## src/ihsc_pkg.sv

```systemverilog
// shared types, character codes and helpers for the if header syntax checker
package ihsc_pkg;

	// parser phases
	typedef enum logic [3:0] {
		PH_LEAD,
		PH_TAG,
		PH_BETWEEN,
		PH_LIST,
		PH_NOT_N,
		PH_NOT_O,
		PH_NOT_T,
		PH_NOT_BLANK,
		PH_TOKEN,
		PH_ETAG_OPEN,
		PH_ETAG_W,
		PH_ETAG_Q,
		PH_ETAG_BODY,
		PH_ETAG_CLOSE
	} phase_t;

	// character codes used by the grammar
	localparam logic [7:0] CH_TAB    = 8'h09;
	localparam logic [7:0] CH_SPACE  = 8'h20;
	localparam logic [7:0] CH_DQUOTE = 8'h22;
	localparam logic [7:0] CH_LPAREN = 8'h28;
	localparam logic [7:0] CH_RPAREN = 8'h29;
	localparam logic [7:0] CH_SLASH  = 8'h2F;
	localparam logic [7:0] CH_LT     = 8'h3C;
	localparam logic [7:0] CH_GT     = 8'h3E;
	localparam logic [7:0] CH_UP_N   = 8'h4E;
	localparam logic [7:0] CH_UP_W   = 8'h57;
	localparam logic [7:0] CH_LBRACK = 8'h5B;
	localparam logic [7:0] CH_RBRACK = 8'h5D;
	localparam logic [7:0] CH_LO_O   = 8'h6F;
	localparam logic [7:0] CH_LO_T   = 8'h74;
	localparam logic [7:0] CH_DEL    = 8'h7F;

	// width of the reported byte offset
	localparam int OFF_W = 12;

	// parser flags and phase, position kept apart since its width follows MAX_LEN
	typedef struct packed {
		phase_t phase;
		logic   tag_form;
		logic   cond_seen;
		logic   list_seen;
		logic   nonempty;
		logic   err;
	} pstate_t;

	localparam pstate_t PSTATE_RESET = '{
		phase:     PH_LEAD,
		tag_form:  1'b0,
		cond_seen: 1'b0,
		list_seen: 1'b0,
		nonempty:  1'b0,
		err:       1'b0
	};

	// input item
	typedef struct packed {
		logic [7:0] ch;
		logic       has_char;
		logic       last;
	} hdr_t;

	// result item
	typedef struct packed {
		logic [OFF_W-1:0] byte_offset;
		logic             ref_open;
		logic             ref_close;
		logic             failed;
		logic             tagged_form;
		logic             done_res;
		logic             accepted;
	} res_t;

	function automatic logic is_blank(input logic [7:0] c);
		return (c == CH_SPACE) || (c == CH_TAB);
	endfunction

	// characters not allowed inside angle brackets
	function automatic logic angle_bad(input logic [7:0] c);
		return (c <= CH_SPACE) || (c == CH_DEL) || (c == CH_LT);
	endfunction

endpackage

```

## src/ihsc_stream_if.sv

```systemverilog
// valid/ready stream interface with a typed payload
interface ihsc_stream_if #(
	parameter type payload_t = logic [7:0]
);
	logic     valid;
	logic     ready;
	payload_t payload;

	modport source (output valid, output payload, input ready);
	modport sink (input valid, input payload, output ready);
endinterface

```

## src/ihsc_parse.sv

```systemverilog
// one parser step: next state and result for one header item
module ihsc_parse #(
	parameter int MAX_LEN = 4096,
	parameter int POS_W   = 13
) (
	input  ihsc_pkg::pstate_t  st,
	input  logic [POS_W-1:0]   pos,
	input  ihsc_pkg::hdr_t     item,
	output ihsc_pkg::pstate_t  st_nxt,
	output logic [POS_W-1:0]   pos_nxt,
	output ihsc_pkg::res_t     res
);

	ihsc_pkg::pstate_t ns;
	logic [POS_W-1:0]  np;
	logic              open_b;
	logic              close_b;
	logic [7:0]        c;
	logic              acc;

	assign c = item.ch;

	// grammar step
	always_comb begin
		ns      = st;
		np      = pos;
		open_b  = 1'b0;
		close_b = 1'b0;
		if (item.has_char) begin
			if (pos >= POS_W'(MAX_LEN)) begin
				ns.err = 1'b1;
			end else begin
				if (!st.err) begin
					case (st.phase)
						ihsc_pkg::PH_LEAD: begin
							if (ihsc_pkg::is_blank(c)) begin
							end else if (c == ihsc_pkg::CH_LT) begin
								ns.tag_form = 1'b1;
								ns.nonempty = 1'b0;
								ns.phase    = ihsc_pkg::PH_TAG;
								open_b      = 1'b1;
							end else if (c == ihsc_pkg::CH_LPAREN) begin
								ns.tag_form  = 1'b0;
								ns.cond_seen = 1'b0;
								ns.phase     = ihsc_pkg::PH_LIST;
							end else begin
								ns.err = 1'b1;
							end
						end
						ihsc_pkg::PH_TAG: begin
							if (c == ihsc_pkg::CH_GT) begin
								if (!st.nonempty) begin
									ns.err = 1'b1;
								end else begin
									ns.list_seen = 1'b0;
									ns.phase     = ihsc_pkg::PH_BETWEEN;
									close_b      = 1'b1;
								end
							end else if (ihsc_pkg::angle_bad(c)) begin
								ns.err = 1'b1;
							end else begin
								ns.nonempty = 1'b1;
							end
						end
						ihsc_pkg::PH_BETWEEN: begin
							if (ihsc_pkg::is_blank(c)) begin
							end else if (c == ihsc_pkg::CH_LPAREN) begin
								ns.cond_seen = 1'b0;
								ns.phase     = ihsc_pkg::PH_LIST;
							end else if (c == ihsc_pkg::CH_LT && st.tag_form && st.list_seen) begin
								ns.nonempty = 1'b0;
								ns.phase    = ihsc_pkg::PH_TAG;
								open_b      = 1'b1;
							end else begin
								ns.err = 1'b1;
							end
						end
						ihsc_pkg::PH_LIST, ihsc_pkg::PH_NOT_BLANK: begin
							if (ihsc_pkg::is_blank(c)) begin
							end else if (st.phase == ihsc_pkg::PH_LIST
									&& c == ihsc_pkg::CH_RPAREN) begin
								if (!st.cond_seen) begin
									ns.err = 1'b1;
								end else begin
									ns.list_seen = 1'b1;
									ns.phase     = ihsc_pkg::PH_BETWEEN;
								end
							end else if (st.phase == ihsc_pkg::PH_LIST
									&& c == ihsc_pkg::CH_UP_N) begin
								ns.phase = ihsc_pkg::PH_NOT_N;
							end else if (c == ihsc_pkg::CH_LT) begin
								// condition opens with a state token
								ns.nonempty = 1'b0;
								ns.phase    = ihsc_pkg::PH_TOKEN;
							end else if (c == ihsc_pkg::CH_LBRACK) begin
								ns.phase = ihsc_pkg::PH_ETAG_OPEN;
							end else begin
								ns.err = 1'b1;
							end
						end
						ihsc_pkg::PH_NOT_N: begin
							if (c == ihsc_pkg::CH_LO_O) ns.phase = ihsc_pkg::PH_NOT_O;
							else ns.err = 1'b1;
						end
						ihsc_pkg::PH_NOT_O: begin
							if (c == ihsc_pkg::CH_LO_T) ns.phase = ihsc_pkg::PH_NOT_T;
							else ns.err = 1'b1;
						end
						ihsc_pkg::PH_NOT_T: begin
							if (ihsc_pkg::is_blank(c)) ns.phase = ihsc_pkg::PH_NOT_BLANK;
							else ns.err = 1'b1;
						end
						ihsc_pkg::PH_TOKEN: begin
							if (c == ihsc_pkg::CH_GT) begin
								if (!st.nonempty) begin
									ns.err = 1'b1;
								end else begin
									ns.cond_seen = 1'b1;
									ns.phase     = ihsc_pkg::PH_LIST;
								end
							end else if (ihsc_pkg::angle_bad(c)) begin
								ns.err = 1'b1;
							end else begin
								ns.nonempty = 1'b1;
							end
						end
						ihsc_pkg::PH_ETAG_OPEN: begin
							if (c == ihsc_pkg::CH_UP_W) ns.phase = ihsc_pkg::PH_ETAG_W;
							else if (c == ihsc_pkg::CH_DQUOTE) ns.phase = ihsc_pkg::PH_ETAG_BODY;
							else ns.err = 1'b1;
						end
						ihsc_pkg::PH_ETAG_W: begin
							if (c == ihsc_pkg::CH_SLASH) ns.phase = ihsc_pkg::PH_ETAG_Q;
							else ns.err = 1'b1;
						end
						ihsc_pkg::PH_ETAG_Q: begin
							if (c == ihsc_pkg::CH_DQUOTE) ns.phase = ihsc_pkg::PH_ETAG_BODY;
							else ns.err = 1'b1;
						end
						ihsc_pkg::PH_ETAG_BODY: begin
							if (c == ihsc_pkg::CH_DQUOTE) ns.phase = ihsc_pkg::PH_ETAG_CLOSE;
							else if (c <= ihsc_pkg::CH_SPACE || c == ihsc_pkg::CH_DEL) ns.err = 1'b1;
						end
						ihsc_pkg::PH_ETAG_CLOSE: begin
							if (c == ihsc_pkg::CH_RBRACK) begin
								ns.cond_seen = 1'b1;
								ns.phase     = ihsc_pkg::PH_LIST;
							end else begin
								ns.err = 1'b1;
							end
						end
						default: begin
							ns.err = 1'b1;
						end
					endcase
				end
				np = pos + POS_W'(1);
			end
			// no markers once the header has failed
			if (ns.err) begin
				open_b  = 1'b0;
				close_b = 1'b0;
			end
		end
	end

	// acceptance on the last item
	assign acc = item.last && !ns.err &&
		((ns.phase == ihsc_pkg::PH_BETWEEN && ns.list_seen) ||
		 (ns.phase == ihsc_pkg::PH_LEAD && np == '0));

	// result fields
	always_comb begin
		res.byte_offset = ihsc_pkg::OFF_W'(pos);
		res.ref_open    = open_b;
		res.ref_close   = close_b;
		res.failed      = ns.err;
		res.tagged_form = ns.tag_form;
		res.done_res    = item.last;
		res.accepted    = acc;
	end

	// a new header starts after the last item
	assign st_nxt  = item.last ? ihsc_pkg::PSTATE_RESET : ns;
	assign pos_nxt = item.last ? '0 : np;

endmodule

```

## src/if_header_syntax_checker_core.sv

```systemverilog
// Results go through the input register and the result register and are held until taken.
// Throughput: one header byte per cycle unless results stall; parser state loops through st_q.
// An input register and a result register part the two sides, so stalls leave no gap.
// Reset (arst_n low, asynchronous) empties both registers and returns the parser to the
// leading blanks phase with all flags and the byte position cleared.
module if_header_syntax_checker_core #(
	parameter int MAX_LEN = 4096
) (
	input  logic                clk,
	input  logic                arst_n,
	ihsc_stream_if.sink         hdr,
	ihsc_stream_if.source       res
);

	localparam int POS_W = $clog2(MAX_LEN + 1);

	ihsc_pkg::hdr_t    item_s1;
	logic              valid_s1;
	ihsc_pkg::pstate_t st_q;
	logic [POS_W-1:0]  pos_q;
	ihsc_pkg::pstate_t st_nxt;
	logic [POS_W-1:0]  pos_nxt;
	ihsc_pkg::res_t    res_nxt;
	ihsc_pkg::res_t    res_q;
	logic              res_valid_q;
	logic              adv;

	// stage 1 moves into the result register when that is free or being emptied
	assign adv       = valid_s1 && (!res_valid_q || res.ready);
	assign hdr.ready = !valid_s1 || adv;

	// input register
	always_ff @(posedge clk or negedge arst_n) begin
		if (!arst_n) begin
			valid_s1 <= 1'b0;
		end else if (hdr.valid && hdr.ready) begin
			valid_s1 <= 1'b1;
		end else if (adv) begin
			valid_s1 <= 1'b0;
		end
	end

	always_ff @(posedge clk) begin
		if (hdr.valid && hdr.ready) begin
			item_s1 <= hdr.payload;
		end
	end

	ihsc_parse #(
		.MAX_LEN(MAX_LEN),
		.POS_W  (POS_W)
	) u_parse (
		.st     (st_q),
		.pos    (pos_q),
		.item   (item_s1),
		.st_nxt (st_nxt),
		.pos_nxt(pos_nxt),
		.res    (res_nxt)
	);

	// parser state
	always_ff @(posedge clk or negedge arst_n) begin
		if (!arst_n) begin
			st_q  <= ihsc_pkg::PSTATE_RESET;
			pos_q <= '0;
		end else if (adv) begin
			st_q  <= st_nxt;
			pos_q <= pos_nxt;
		end
	end

	// result register
	always_ff @(posedge clk or negedge arst_n) begin
		if (!arst_n) begin
			res_valid_q <= 1'b0;
		end else if (adv) begin
			res_valid_q <= 1'b1;
		end else if (res.ready) begin
			res_valid_q <= 1'b0;
		end
	end

	always_ff @(posedge clk) begin
		if (adv) begin
			res_q <= res_nxt;
		end
	end

	assign res.valid   = res_valid_q;
	assign res.payload = res_q;

endmodule

```

## src/flat_wrapper.sv

```systemverilog
// flat-port wrapper written by rule: the top's interface ports become plain ports
module if_header_syntax_checker_core_flat 
#(
	parameter int MAX_LEN = 4096
)
  (clk, arst_n, hdr_valid, hdr_payload, hdr_ready, res_valid, res_payload, res_ready);
  ihsc_stream_if hdr_i ();
  ihsc_stream_if res_i ();
  input  logic clk;
  input  logic arst_n;
  input wire logic [$bits(hdr_i.valid)-1:0] hdr_valid;
  input wire logic [$bits(hdr_i.payload)-1:0] hdr_payload;
  output wire logic [$bits(hdr_i.ready)-1:0] hdr_ready;
  output wire logic [$bits(res_i.valid)-1:0] res_valid;
  output wire logic [$bits(res_i.payload)-1:0] res_payload;
  input wire logic [$bits(res_i.ready)-1:0] res_ready;
  assign hdr_i.valid = hdr_valid;
  assign hdr_i.payload = hdr_payload;
  assign hdr_ready = hdr_i.ready;
  assign res_valid = res_i.valid;
  assign res_payload = res_i.payload;
  assign res_i.ready = res_ready;
  if_header_syntax_checker_core #(.MAX_LEN(MAX_LEN)) u_core (.clk(clk), .arst_n(arst_n), .hdr(hdr_i), .res(res_i));
endmodule
```

## config.mk

```make
export PLATFORM = sky130hd
export DESIGN_NAME = if_header_syntax_checker_core_flat
export DESIGN_NICKNAME = d
export VERILOG_FILES = /design/src/ihsc_pkg.sv /design/src/ihsc_stream_if.sv /design/src/ihsc_parse.sv /design/src/if_header_syntax_checker_core.sv /design/src/flat_wrapper.sv
export SDC_FILE = /design/constraint.sdc
export NUM_CORES = 1
export LEC_CHECK = 0
export BUFFER_PORTS_ARGS = -buffer_cell sky130_fd_sc_hd__buf_2
export CAP_MARGIN = 10
export CORE_MARGIN = 5
export CORE_UTILIZATION = 60
export CTS_CLUSTER_DIAMETER = 120
export DETAILED_ROUTE_END_ITERATION = 16
export PLACE_DENSITY = 0.83
export SYNTH_ARGS = -nofsm -noshare
export SYNTH_HDL_FRONTEND = slang
export SYNTH_SLANG_ARGS = --single-unit
```

## constraint.sdc

```tcl
create_clock -name clk -period 2.56 [get_ports clk]
set_input_delay 0.256 -clock clk [delete_from_list [all_inputs] [get_ports clk]]
set_output_delay 0.256 -clock clk [all_outputs]
set_load 0.05 [all_outputs]
```

## Word-level counts from Yosys, hierarchy flattened

Cells that the tools add are included.

- Mux-type cells: 76
- Equal/unequal tests: 36
- Reductions and logical operators: 32
- Bitwise logic cells: 3
- Add/sub/neg operators: 1
- Order comparisons: 2

Operators by type and width:

| cell | count |
|---|---|
| $mux 4 | 15 |
| $eq 6x6->1 const B | 7 |
| $mux 1 | 41 |
| $mux 13 | 3 |
| $ne 3x2->1 const B | 12 |
| $pmux 4 s9 | 1 |
| $mux 9 | 3 |
| $reduce_and 13->1 | 2 |
| $eq 4x4->1 const B | 6 |
| $add 13x1->13 const B | 1 |
| $ge 13x13->1 const B | 1 |
| $logic_not 13->1 | 1 |
| $eq 4x2->1 const B | 3 |
| $mux 6 | 2 |
| $reduce_bool 5->1 | 2 |
| $logic_and 1x1->1 | 9 |
| $eq 4x3->1 const B | 2 |
| $logic_not 4->1 | 2 |
| $mux 8 | 1 |
| $pmux 1 s8 | 1 |
| $eq 6x4->1 const B | 1 |
| $le 6x6->1 const B | 1 |
| $mux 2 | 3 |
| $ne 2x1->1 const B | 3 |
| 14 further kinds | 27 |

- Output and inout bits: 10
- Bits of input ports: 12
- Bits in registers: 40
- Word-level logic and storage cells: 169

## Depth between registers and ports, before layout

Gate-level depths: netlist of run 1.

- Word-level depth: 15
- Mapped depth: 8
- Gate-level depth less buffers: 8

## By module

From an unflattened synthesis of run 1, not the netlist that was laid out.

- Cells, all modules: 336
- Area, all modules: 3156.8 µm²

By module, submodules not included:

| module | instances | cells each | area each (µm²) | seq. area each (µm²) |
|---|---|---|---|---|
| ihsc_parse | 1 | 264 | 1675.4 | 0.0 |
| if_header_syntax_checker_core | 1 | 72 | 1481.4 | 1081.0 |

## Least setup slack after synthesis of run 1

OpenSTA, ideal clock, no wires.

- Path type: reg-to-reg
- Start: reg u_core.item_s1[5] in the netlist's numbering
- End: reg u_core.res_q, in the netlist u_core.res.payload[0] (data pin)
- Buffers on the path: 1
- Required time: 2.370 ns
- Library setup time: 0.190 ns
- Arrival: 2.146 ns
- Setup slack: 0.224 ns
- Period minus slack after synthesis: 2.336 ns
- Cell stages (with the launch flop): 8
- Cells stage by stage: edfxtp_1 buf_2 or3b_4 a2111oi_4 a2111oi_1 a2111oi_1 a31oi_1 a2111oi_2

RTL lines:

| item | line | text |
|---|---|---|
| from (decl) | if_header_syntax_checker_core.sv:17 | `ihsc_pkg::hdr_t item_s1;` |
| from (signal assigned) | if_header_syntax_checker_core.sv:45 | `item_s1 <= hdr.payload;` |
| to (signal assigned) | if_header_syntax_checker_core.sv:85 | `res_q <= res_nxt;` |
| to (decl) | if_header_syntax_checker_core.sv:24 | `ihsc_pkg::res_t res_q;` |

==> results.tsv, run 1 <==
stage	metric	value	unit
outcome	status	finished clean	
power_and_ir_drop	powerDensity	548.0	nW/um2
detailed_routing	dr.pass1.iters	5	
placement	pre_cts_ws	0.1546	ns
setup_path	crit_buf_inv	0	
clock_tree	cts_tree	built	
logic_synthesis	ys_ff_latch	40	
layout	drive_gt1_share	16.82	%
sta	slew_headroom	53.95	%
clock_tree	htree_levels	2	
logic_synthesis	yosys_warnings	0	
floorplan	fp.coreArea	4324	um2
layout	layout_commonest_cell	o21ai_0	
floorplan	start_util	61.31	%
detailed_routing	vias	2557	
sta	worst_pin_slew	0.6908	ns
grt	grt.overflow.total	0	
layout	syn2layout_area_growth	12.69	%
detailed_routing	wirelength	6.715	mm
floorplan	die_area	5848	um2
setup_path	crit_slowest_cell	edfxtp_1	
detailed_routing	drc_errors	0	
detailed_routing	wl_per_cell	17.72	um
setup_path	cp_cell_sequence	and4bb_1, and4b_1, a21oi_1, o31a_1, o32a_1, a2111oi_2	
placement	dp_hpwl	4.860	mm
detailed_routing	ant_nets	0	
sta	setup_violations	0	
placement	place_congestion	0.9876	
logic_synthesis	synth_area_per_cell	8.838	um2
grt	grt_use_met3	4.255	%
setup_path	worstPathMaxFanout	9	
sta	whs	0.1421	ns
floorplan	fp.dieW	76.48	um
layout	fin_cells	379	
clock_tree	cts_buffers	5	
clock_tree	cts_buffer_depth	2	
placement	port_buffers	21	
setup_path	startpoint_type	flop	
sta	fin_skew	0.008538	ns
clock_tree	clkTransAtPathRegs	0.08	ns
sta	max_freq	408.6	MHz
setup_path	crit_path_start	u_core.item_s1[4]$_DFFE_PP_	
logic_synthesis	syn-cell-area	2651	um2
logic_synthesis	ys_seq_area_share	40.77	%
sta	period_minus_slack	2.447	ns
layout	fin_util	69.10	%
run	drv_cap	0	
clock_tree	root_buffer	clkbuf_8	
logic_synthesis	syn_inst	300	
setup_path	required	2.65	ns
grt	grt_pass1_vias	2338	
logic_synthesis	ys_types	65	
setup_path	cp_slowest_stage_delay	0.50	ns
layout	antenna_cells	0	
logic_synthesis	yosysTopAreaCell	dfrtp_1	
clock_tree	clock-sinks	40	
min_path	min_path_type	input port to flop	
setup_path	worstPathArrival	2.54	ns
layout	final_nets	340	
grt	grt_max_degree	25	
sta	hold_viol	0	
grt	grtUsageMet2	36.73	%
setup_path	cpLargestDelayFamily	compound AO/OA/AOI/OAI gates	
setup_path	r2r_start	u_core.item_s1[4]$_DFFE_PP_	
setup_path	path_class	flop to flop	
detailed_routing	drt-initial-drc-count	407	
floorplan	ioPinCount	22	
power_and_ir_drop	leakagePower	1.182	nW
sta	fin_ws	0.1127	ns
layout	final_area	2988	um2
logic_synthesis	synth_top_cell_area_share	22.65	%
clock_tree	ctsResizeCount	0	
power_and_ir_drop	peakVddDrop	0.4397	mV
sta	post-route-period-util	95.60	%
sta	rsz0062_at_grt	false	
grt	use_met1	34.39	%
logic_synthesis	synthTopCellsByArea	dfrtp_1 (23%), edfxtp_1 (18%), o21ai_0 (6.2%), nand2_1 (3.5%), nand2b_1 (2.8%)	
logic_synthesis	synth_flop_cell	dfrtp_1	
placement	dp.cells	369	
sta	tns	0	ns
floorplan	rows	24	
min_path	min-delay-start	hdr_payload[5]	
placement	postPlaceCellArea	2874	um2
sta	final_max_slew_viol_count	0	
layout	most-common-layout-cells	o21ai_0 (33), nand2_1 (25), dfrtp_1 (24)	
grt	grt.total_usage	23.70	%
setup_path	end_kind	flop	
logic_synthesis	syn_nets	314	
grt	top_usage_layer	met2	
grt	antenna_found_initial	0	
logic_synthesis	ys_async_sr_fraction	60.00	%
clock_tree	worst_skew_pair.late_latency	0.29	ns
floorplan	die_h	76.48	um
logic_synthesis	synth-edff-count	16	
grt	grt_pass1_wl	11.49	mm
detailed_routing	via_per_inst	6.747	
power_and_ir_drop	p_total	1.637	mW
[cell usage after synthesis (3+ instances only)]
library cell / count
nor3_1: 5
or3_1: 3
a21oi_1: 13
edfxtp_1: 16
nor2_1: 17
o21ai_0: 33
nand2b_1: 12
nand3b_1: 4
a22o_1: 4
nand4_1: 9
inv_1: 7
and4b_1: 3
and2_1: 8
nor4_1: 3
clkbuf_1: 19
and3_1: 3
dfrtp_1: 24
nand3_1: 12
nor2b_1: 5
o31ai_1: 4
and4_1: 4
buf_2: 3
nand2_1: 25
nand4b_1: 3
o211ai_1: 3
o22ai_1: 3
a31oi_1: 7
a41oi_1: 3
[flip-flops by register name (all words and copies together), names as in the netlist]
name	count
u_core.st_q	9
u_core.pos_q	13
u_core.item_s1	8
u_core.res.valid	1
u_core.res.payload	8
u_core.valid_s1	1
[cells by family after synthesis]
logic type | share of synthesized area [%]
AO/OA/AOI/OAI | 24.16
buffers and inverters | 4.672
XOR/XNOR | 0.9912
flip-flops | 40.77
AND/OR/NAND/NOR | 27.65
multiplexers | 0.8023
adder cells (fa/ha/maj) | 0.9437
[per-layer routing]
metal,part of all wire [%],wire [um],vias up
met5,0,0,-
met4,1.9,125,0
met1,42,2826,1203
met2,47,3132,142
met3,9.4,631,19
li1,-,-,1193
[path summary, 6_finish.rpt]
| check | endpoint | slack [ns] | depth (start not counted) |
|---|---|---|---|
| setup / recovery | u_core.res.payload[0]$_DFFE_PP_ | 0.11 | 6 |
| hold / removal | u_core.item_s1[5]$_DFFE_PP_ | 0.14 | 1 |
| setup reg to reg | u_core.res.payload[0]$_DFFE_PP_ | 0.11 | 6 |
| hold reg to reg | u_core.res.valid$_DFFE_PN0P_ | 0.51 | 1 |
| max in group asynchronous | u_core.pos_q[7]$_DFFE_PN0P_ | 1.72 | 2 |
| min in group asynchronous | u_core.pos_q[3]$_DFFE_PN0P_ | 0.48 | 2 |
[what timing repair did]
action | CTS | global route
hold endpoints to repair | 24 | 0
setup buffers | 0 | 1
hold buffers | 1 | 0
endpoints found under the setup margin | 0 | 1
[report_power, final]
group / switching (mW) / total [mW] / internal, mW
Combinational: 0.267 / 0.420 / 0.153
Sequential: 0.0466 / 0.761 / 0.715
Clock: 0.235 / 0.456 / 0.221
Total: 0.549 / 1.64 / 1.09
[layout make-up]
type / count / area (um2)
flip-flops and latches: 40 / 1081
clock inverters: 2 / 13.76
repair buffers: 43 / 272.8
well taps: 52 / 65.06
fillers: 358 / 1336
multi-input cells: 229 / 1446
clock buffers: 6 / 82.58
inverters: 7 / 26.28
Power figures use the tool's default switching activity.
==> inputs of run 2 (changes only) <==
--- a/config.mk
+++ b/config.mk
@@ -12,6 +12,7 @@
 export CTS_CLUSTER_DIAMETER = 120
 export DETAILED_ROUTE_END_ITERATION = 16
 export PLACE_DENSITY = 0.83
+export RECOVER_POWER = 25
 export SYNTH_ARGS = -nofsm -noshare
 export SYNTH_HDL_FRONTEND = slang
 export SYNTH_SLANG_ARGS = --single-unit
==> run 2 against run 1 <==
Die area did not move. Via count rose by 0.59%. First-iteration DRC count rose by 2.5%. Core utilization fell by 0.12 points. Cell area fell by 0.17%.
==> results.tsv, run 2 (synthesis results as in run 1) <==
stage	metric	value	unit
clock_tree	worst_skew_pair.late_latency	0.29	ns
floorplan	fp.coreArea	4324	um2
setup_path	cp_slowest_stage_delay	0.50	ns
layout	final_nets	340	
detailed_routing	drc_errors	0	
sta	post-route-period-util	95.51	%
setup_path	startpoint_type	flop	
sta	worst_pin_slew	1.290	ns
power_and_ir_drop	p_total	1.635	mW
layout	largestRegisters	u_core.pos_q (13), u_core.st_q (9)	
sta	tns	0	ns
sta	period_minus_slack	2.445	ns
sta	hold_viol	0	
power_and_ir_drop	leakagePower	1.175	nW
setup_path	crit_slowest_cell	edfxtp_1	
placement	place_congestion	0.9876	
grt	grt_max_degree	25	
clock_tree	ctsResizeCount	0	
detailed_routing	wirelength	6.761	mm
grt	grt.total_usage	23.70	%
floorplan	die_h	76.48	um
setup_path	cp_cell_sequence	and4bb_1, and4b_1, a21oi_1, o31a_1, o32a_1, a2111oi_2	
grt	grt.overflow.total	0	
setup_path	worstPathMaxFanout	9	
clock_tree	root_buffer	clkbuf_8	
floorplan	ioPinCount	22	
sta	slew_headroom	14.03	%
grt	grt_pass1_wl	11.49	mm
clock_tree	cts_buffers	5	
layout	most-common-layout-cells	o21ai_0 (33), nand2_1 (25), dfrtp_1 (24)	
layout	drive_gt1_share	16.21	%
setup_path	worstPathArrival	2.54	ns
power_and_ir_drop	peakVddDrop	0.4394	mV
sta	max_freq	409.0	MHz
floorplan	die_area	5848	um2
setup_path	end_kind	flop	
floorplan	rows	24	
clock_tree	htree_levels	2	
clock_tree	clkTransAtPathRegs	0.08	ns
clock_tree	cts_buffer_depth	2	
placement	dp_hpwl	4.860	mm
detailed_routing	drt-initial-drc-count	417	
floorplan	fp.dieW	76.48	um
detailed_routing	vias	2572	
detailed_routing	ant_nets	0	
outcome	status	finished clean	
grt	antenna_found_initial	0	
layout	largest_reg_flops	13	
min_path	min_path_type	input port to flop	
placement	dp.cells	369	
run	drv_cap	0	
sta	whs	0.1425	ns
detailed_routing	via_per_inst	6.786	
clock_tree	cts_tree	built	
layout	layout_commonest_cell	o21ai_0	
sta	rsz0062_at_grt	false	
layout	antenna_cells	0	
sta	final_max_slew_viol_count	0	
layout	syn2layout_area_growth	12.51	%
setup_path	path_class	flop to flop	
layout	top_register	u_core.pos_q	
sta	setup_violations	0	
clock_tree	clock-sinks	40	
detailed_routing	dr.pass1.iters	5	
layout	fin_cells	379	
placement	port_buffers	21	
floorplan	start_util	61.31	%
setup_path	required	2.65	ns
sta	fin_skew	0.009232	ns
power_and_ir_drop	powerDensity	548.3	nW/um2
grt	grt_pass1_vias	2338	
detailed_routing	wl_per_cell	17.84	um
==> run 2: cell count changes in the layout (fill, tap and decap cells not counted) <==
cell      previous run  this run
buf_4               21        20
clkbuf_1             0         2
buf_2               21        20
==> run 2: layout make-up <==
cell class                 count  area, um2
tap                           52      65.06
timing repair buffer          43      267.8
sequential                    40       1081
inverter                       7      26.28
fill                         361       1341
clock buffer                   6      82.58
multi-input combinational    229       1446
clock inverter                 2      13.76
==> run 2: routing by layer <==
layer	up-vias	GRT usage, %	routed length [um]
met2	151	36.73	3156
met3	22	4.255	604
li1	1193	-	-
met1	1206	34.39	2876
met5	-	0	0
met4	0	5.594	125
==> run 2: critical path, delay by kind of cell (launching register included) <==
kind	cells	cell delay, ns
DFF	1	0.50
and+or+nand+nor	2	0.63
AOI/OAI and AO/OA	4	1.13
==> run 2: power by group <==
part	switching, mW	internal [mW]
clock network	0.236	0.221
logic	0.268	0.150
registers	0.0465	0.715
==> run 2: worst paths after layout <==
check                                       startpoint                         endpoint  slack [ns]  depth (start not counted)
min in group asynchronous                       arst_n      u_core.pos_q[3]$_DFFE_PN0P_        0.77                          2
max in group asynchronous                       arst_n      u_core.pos_q[7]$_DFFE_PN0P_        1.02                          2
hold / removal                          hdr_payload[5]      u_core.item_s1[5]$_DFFE_PP_        0.14                          1
hold reg to reg            u_core.valid_s1$_DFFE_PN0P_     u_core.res.valid$_DFFE_PN0P_        0.51                          1
setup reg to reg           u_core.item_s1[4]$_DFFE_PP_  u_core.res.payload[0]$_DFFE_PP_        0.11                          6
setup / recovery           u_core.item_s1[4]$_DFFE_PP_  u_core.res.payload[0]$_DFFE_PP_        0.11                          6
==> run 2: what timing repair did <==
action                                  4_1_cts  5_1_grt
hold endpoints to repair                     24        0
hold buffers                                  1        0
buffers inserted                              0        1
endpoints found under the setup margin        0        1
==> run 2: per-stage QoR <==
stage / setup slack [ns] / area (um2) / util (%)
floorplan: 0.2236 / 2651 / -
global placement: 0.1965 / 2874 / 66.46
detailed placement: 0.1546 / 2874 / 66.46
CTS: 0.1214 / 2980 / 68.92
global route: 0.01284 / 2983 / 68.98
finish: 0.1149 / 2983 / 68.98
==> inputs of run 3 (changes only) <==
--- a/config.mk
+++ b/config.mk
@@ -7,8 +7,10 @@
 export LEC_CHECK = 0
 export BUFFER_PORTS_ARGS = -buffer_cell sky130_fd_sc_hd__buf_2
 export CAP_MARGIN = 10
+export CELL_PAD_IN_SITES_DETAIL_PLACEMENT = 0
+export CELL_PAD_IN_SITES_GLOBAL_PLACEMENT = 1
 export CORE_MARGIN = 5
-export CORE_UTILIZATION = 60
+export CORE_UTILIZATION = 46
 export CTS_CLUSTER_DIAMETER = 120
 export DETAILED_ROUTE_END_ITERATION = 16
 export PLACE_DENSITY = 0.83
==> run 3 against run 2 <==
Via count decreased by 1.4%. First-iteration DRC count decreased by 38%. Wire length grew 0.18%. Combinational power is essentially flat. Global-route usage is 5.0 points lower. Total power is 3.9% higher. Cell area grew 2.0%. Non-clock buffer count rose by 1. Core utilization down 14 points. Count of clock-buffer cells in the layout decreased by 1. Largest power group unchanged.
==> results.tsv, run 3 (synthesis results as in run 1) <==
stage	metric	value	unit
outcome	status	finished clean	
sta	slew_headroom	8.965	%
setup_path	startpoint_type	flop	
grt	antenna_found_initial	0	
grt	grt.total_usage	18.67	%
placement	dp_hpwl	4.741	mm
layout	largest_reg_flops	13	
clock_tree	clock-sinks	40	
floorplan	start_util	47.85	%
layout	top_register	u_core.pos_q	
detailed_routing	wirelength	6.773	mm
clock_tree	cts_tree	built	
layout	most-common-layout-cells	o21ai_0 (33), nand2_1 (25), dfrtp_1 (24)	
placement	port_buffers	21	
setup_path	crit_slowest_cell	edfxtp_1	
detailed_routing	drt-initial-drc-count	259	
sta	hold_viol	0	
layout	largestRegisters	u_core.pos_q (13), u_core.st_q (9)	
detailed_routing	vias	2536	
min_path	min_path_type	input port to flop	
setup_path	cp_cell_sequence	or3b_4, a2111oi_4, buf_4, inv_1, o31a_1, o32a_1, a2111oi_2	
floorplan	rows	27	
clock_tree	cts_buffer_depth	2	
layout	final_area	3042	um2
setup_path	required	2.67	ns
sta	post-route-period-util	96.62	%
clock_tree	htree_levels	2	
layout	layout_commonest_cell	o21ai_0	
placement	postPlaceCellArea	2877	um2
setup_path	end_kind	flop	
sta	whs	0.1333	ns
grt	grt_pass1_vias	2302	
placement	pre_cts_ws	0.1130	ns
layout	syn2layout_area_growth	14.72	%
sta	final_max_slew_viol_count	0	
run	drv_cap	0	
clock_tree	worst_skew_pair.late_latency	0.30	ns
grt	grt_pass1_wl	11.12	mm
setup_path	path_class	flop to flop	
sta	fin_ws	0.08643	ns
layout	final_nets	341	
clock_tree	root_buffer	clkbuf_8	
sta	setup_violations	0	
power_and_ir_drop	powerDensity	558.9	nW/um2
setup_path	worstPathArrival	2.59	ns
detailed_routing	ant_nets	0	
sta	worst_pin_slew	1.366	ns
detailed_routing	wl_per_cell	16.93	um
setup_path	worstPathMaxFanout	5	
placement	place_congestion	0.9471	
floorplan	ioPinCount	22	
setup_path	crit_buf_inv	2	
sta	period_minus_slack	2.474	ns
sta	max_freq	404.3	MHz
layout	ff_latch_area	1081	um2
clock_tree	cts_buffers	5	
layout	drive_gt1_share	17.38	%
layout	fillers	539	
power_and_ir_drop	p_total	1.700	mW
detailed_routing	drc_errors	0	
floorplan	die_area	7382	um2
floorplan	fp.coreArea	5540	um2
detailed_routing	via_per_inst	6.340	
detailed_routing	dr.pass1.iters	5	
floorplan	die_h	85.92	um
setup_path	cp_slowest_stage_delay	0.44	ns
setup_path	cpLargestDelayFamily	compound AO/OA/AOI/OAI gates	
grt	grt.overflow.total	0	
layout	multiInputGateArea	1454	um2
sta	fin_skew	0.007609	ns
clock_tree	clkTransAtPathRegs	0.08	ns
floorplan	fp.dieW	85.92	um
grt	grt_max_degree	25	
power_and_ir_drop	leakagePower	1.188	nW
layout	antenna_cells	0	
power_and_ir_drop	peakVddDrop	0.3868	mV
run 3: path summary, 6_finish.rpt:
path,start,end,slack (ns),cells after the start
min,hdr_payload[6],u_core.item_s1[6]$_DFFE_PP_,0.13,1
min reg2reg,u_core.valid_s1$_DFFE_PN0P_,u_core.res.valid$_DFFE_PN0P_,0.50,1
min in group asynchronous,arst_n,u_core.res.valid$_DFFE_PN0P_,0.79,2
max in group asynchronous,arst_n,u_core.st_q[7]$_DFFE_PN0P_,0.97,2
max,u_core.item_s1[2]$_DFFE_PP_,u_core.res.payload[0]$_DFFE_PP_,0.09,7
max reg2reg,u_core.item_s1[2]$_DFFE_PP_,u_core.res.payload[0]$_DFFE_PP_,0.09,7
run 3: cell type report:
cell class | count | area share, %
clock buffer | 5 | 2.262
clock inverter | 3 | 1.399
inverter | 7 | 0.8638
multi-input combinational | 229 | 47.80
sequential | 40 | 35.54
tap | 72 | 2.962
timing repair buffer | 44 | 9.173
run 3: report_power, final:
| part | leakage, nW | switching, mW | internal, mW |
|---|---|---|---|
| clock network | 0.0541 | 0.235 | 0.289 |
| registers | 0.481 | 0.0451 | 0.715 |
| logic | 0.653 | 0.267 | 0.149 |
| total | 1.19 | 0.547 | 1.15 |
run 3: through the flow:
stage	TNS (ns)	utilization [%]	std cells
after global placement	0	51.92	386
after global routing	-0.008485	54.90	400
final	0	54.90	400
after CTS	0	54.11	395
after detailed placement	0	51.92	386
after floorplan	0	-	300
run 3: worst reg2reg max path, stage by stage (launching register included):
cell	delay (ns)
edfxtp_1	0.44
or3b_4	0.43
a2111oi_4	0.42
buf_4	0.20
inv_1	0.04
o31a_1	0.10
o32a_1	0.34
a2111oi_2	0.34
run 3: layer usage:
layer  up-vias  wire [um]  GRT usage, %
met3        23        588         4.035
met1      1176       3189         27.81
met5         -          0             0
met2       146       2870         27.05
li1       1191          -             -
met4         0        124         5.324
run 3: timing repair:
item,CTS,global route
endpoints found under the setup margin,0,2
hold buffers,1,0
endpoints found under the hold margin,24,0
setup buffers,0,5
gates resized for setup,0,2
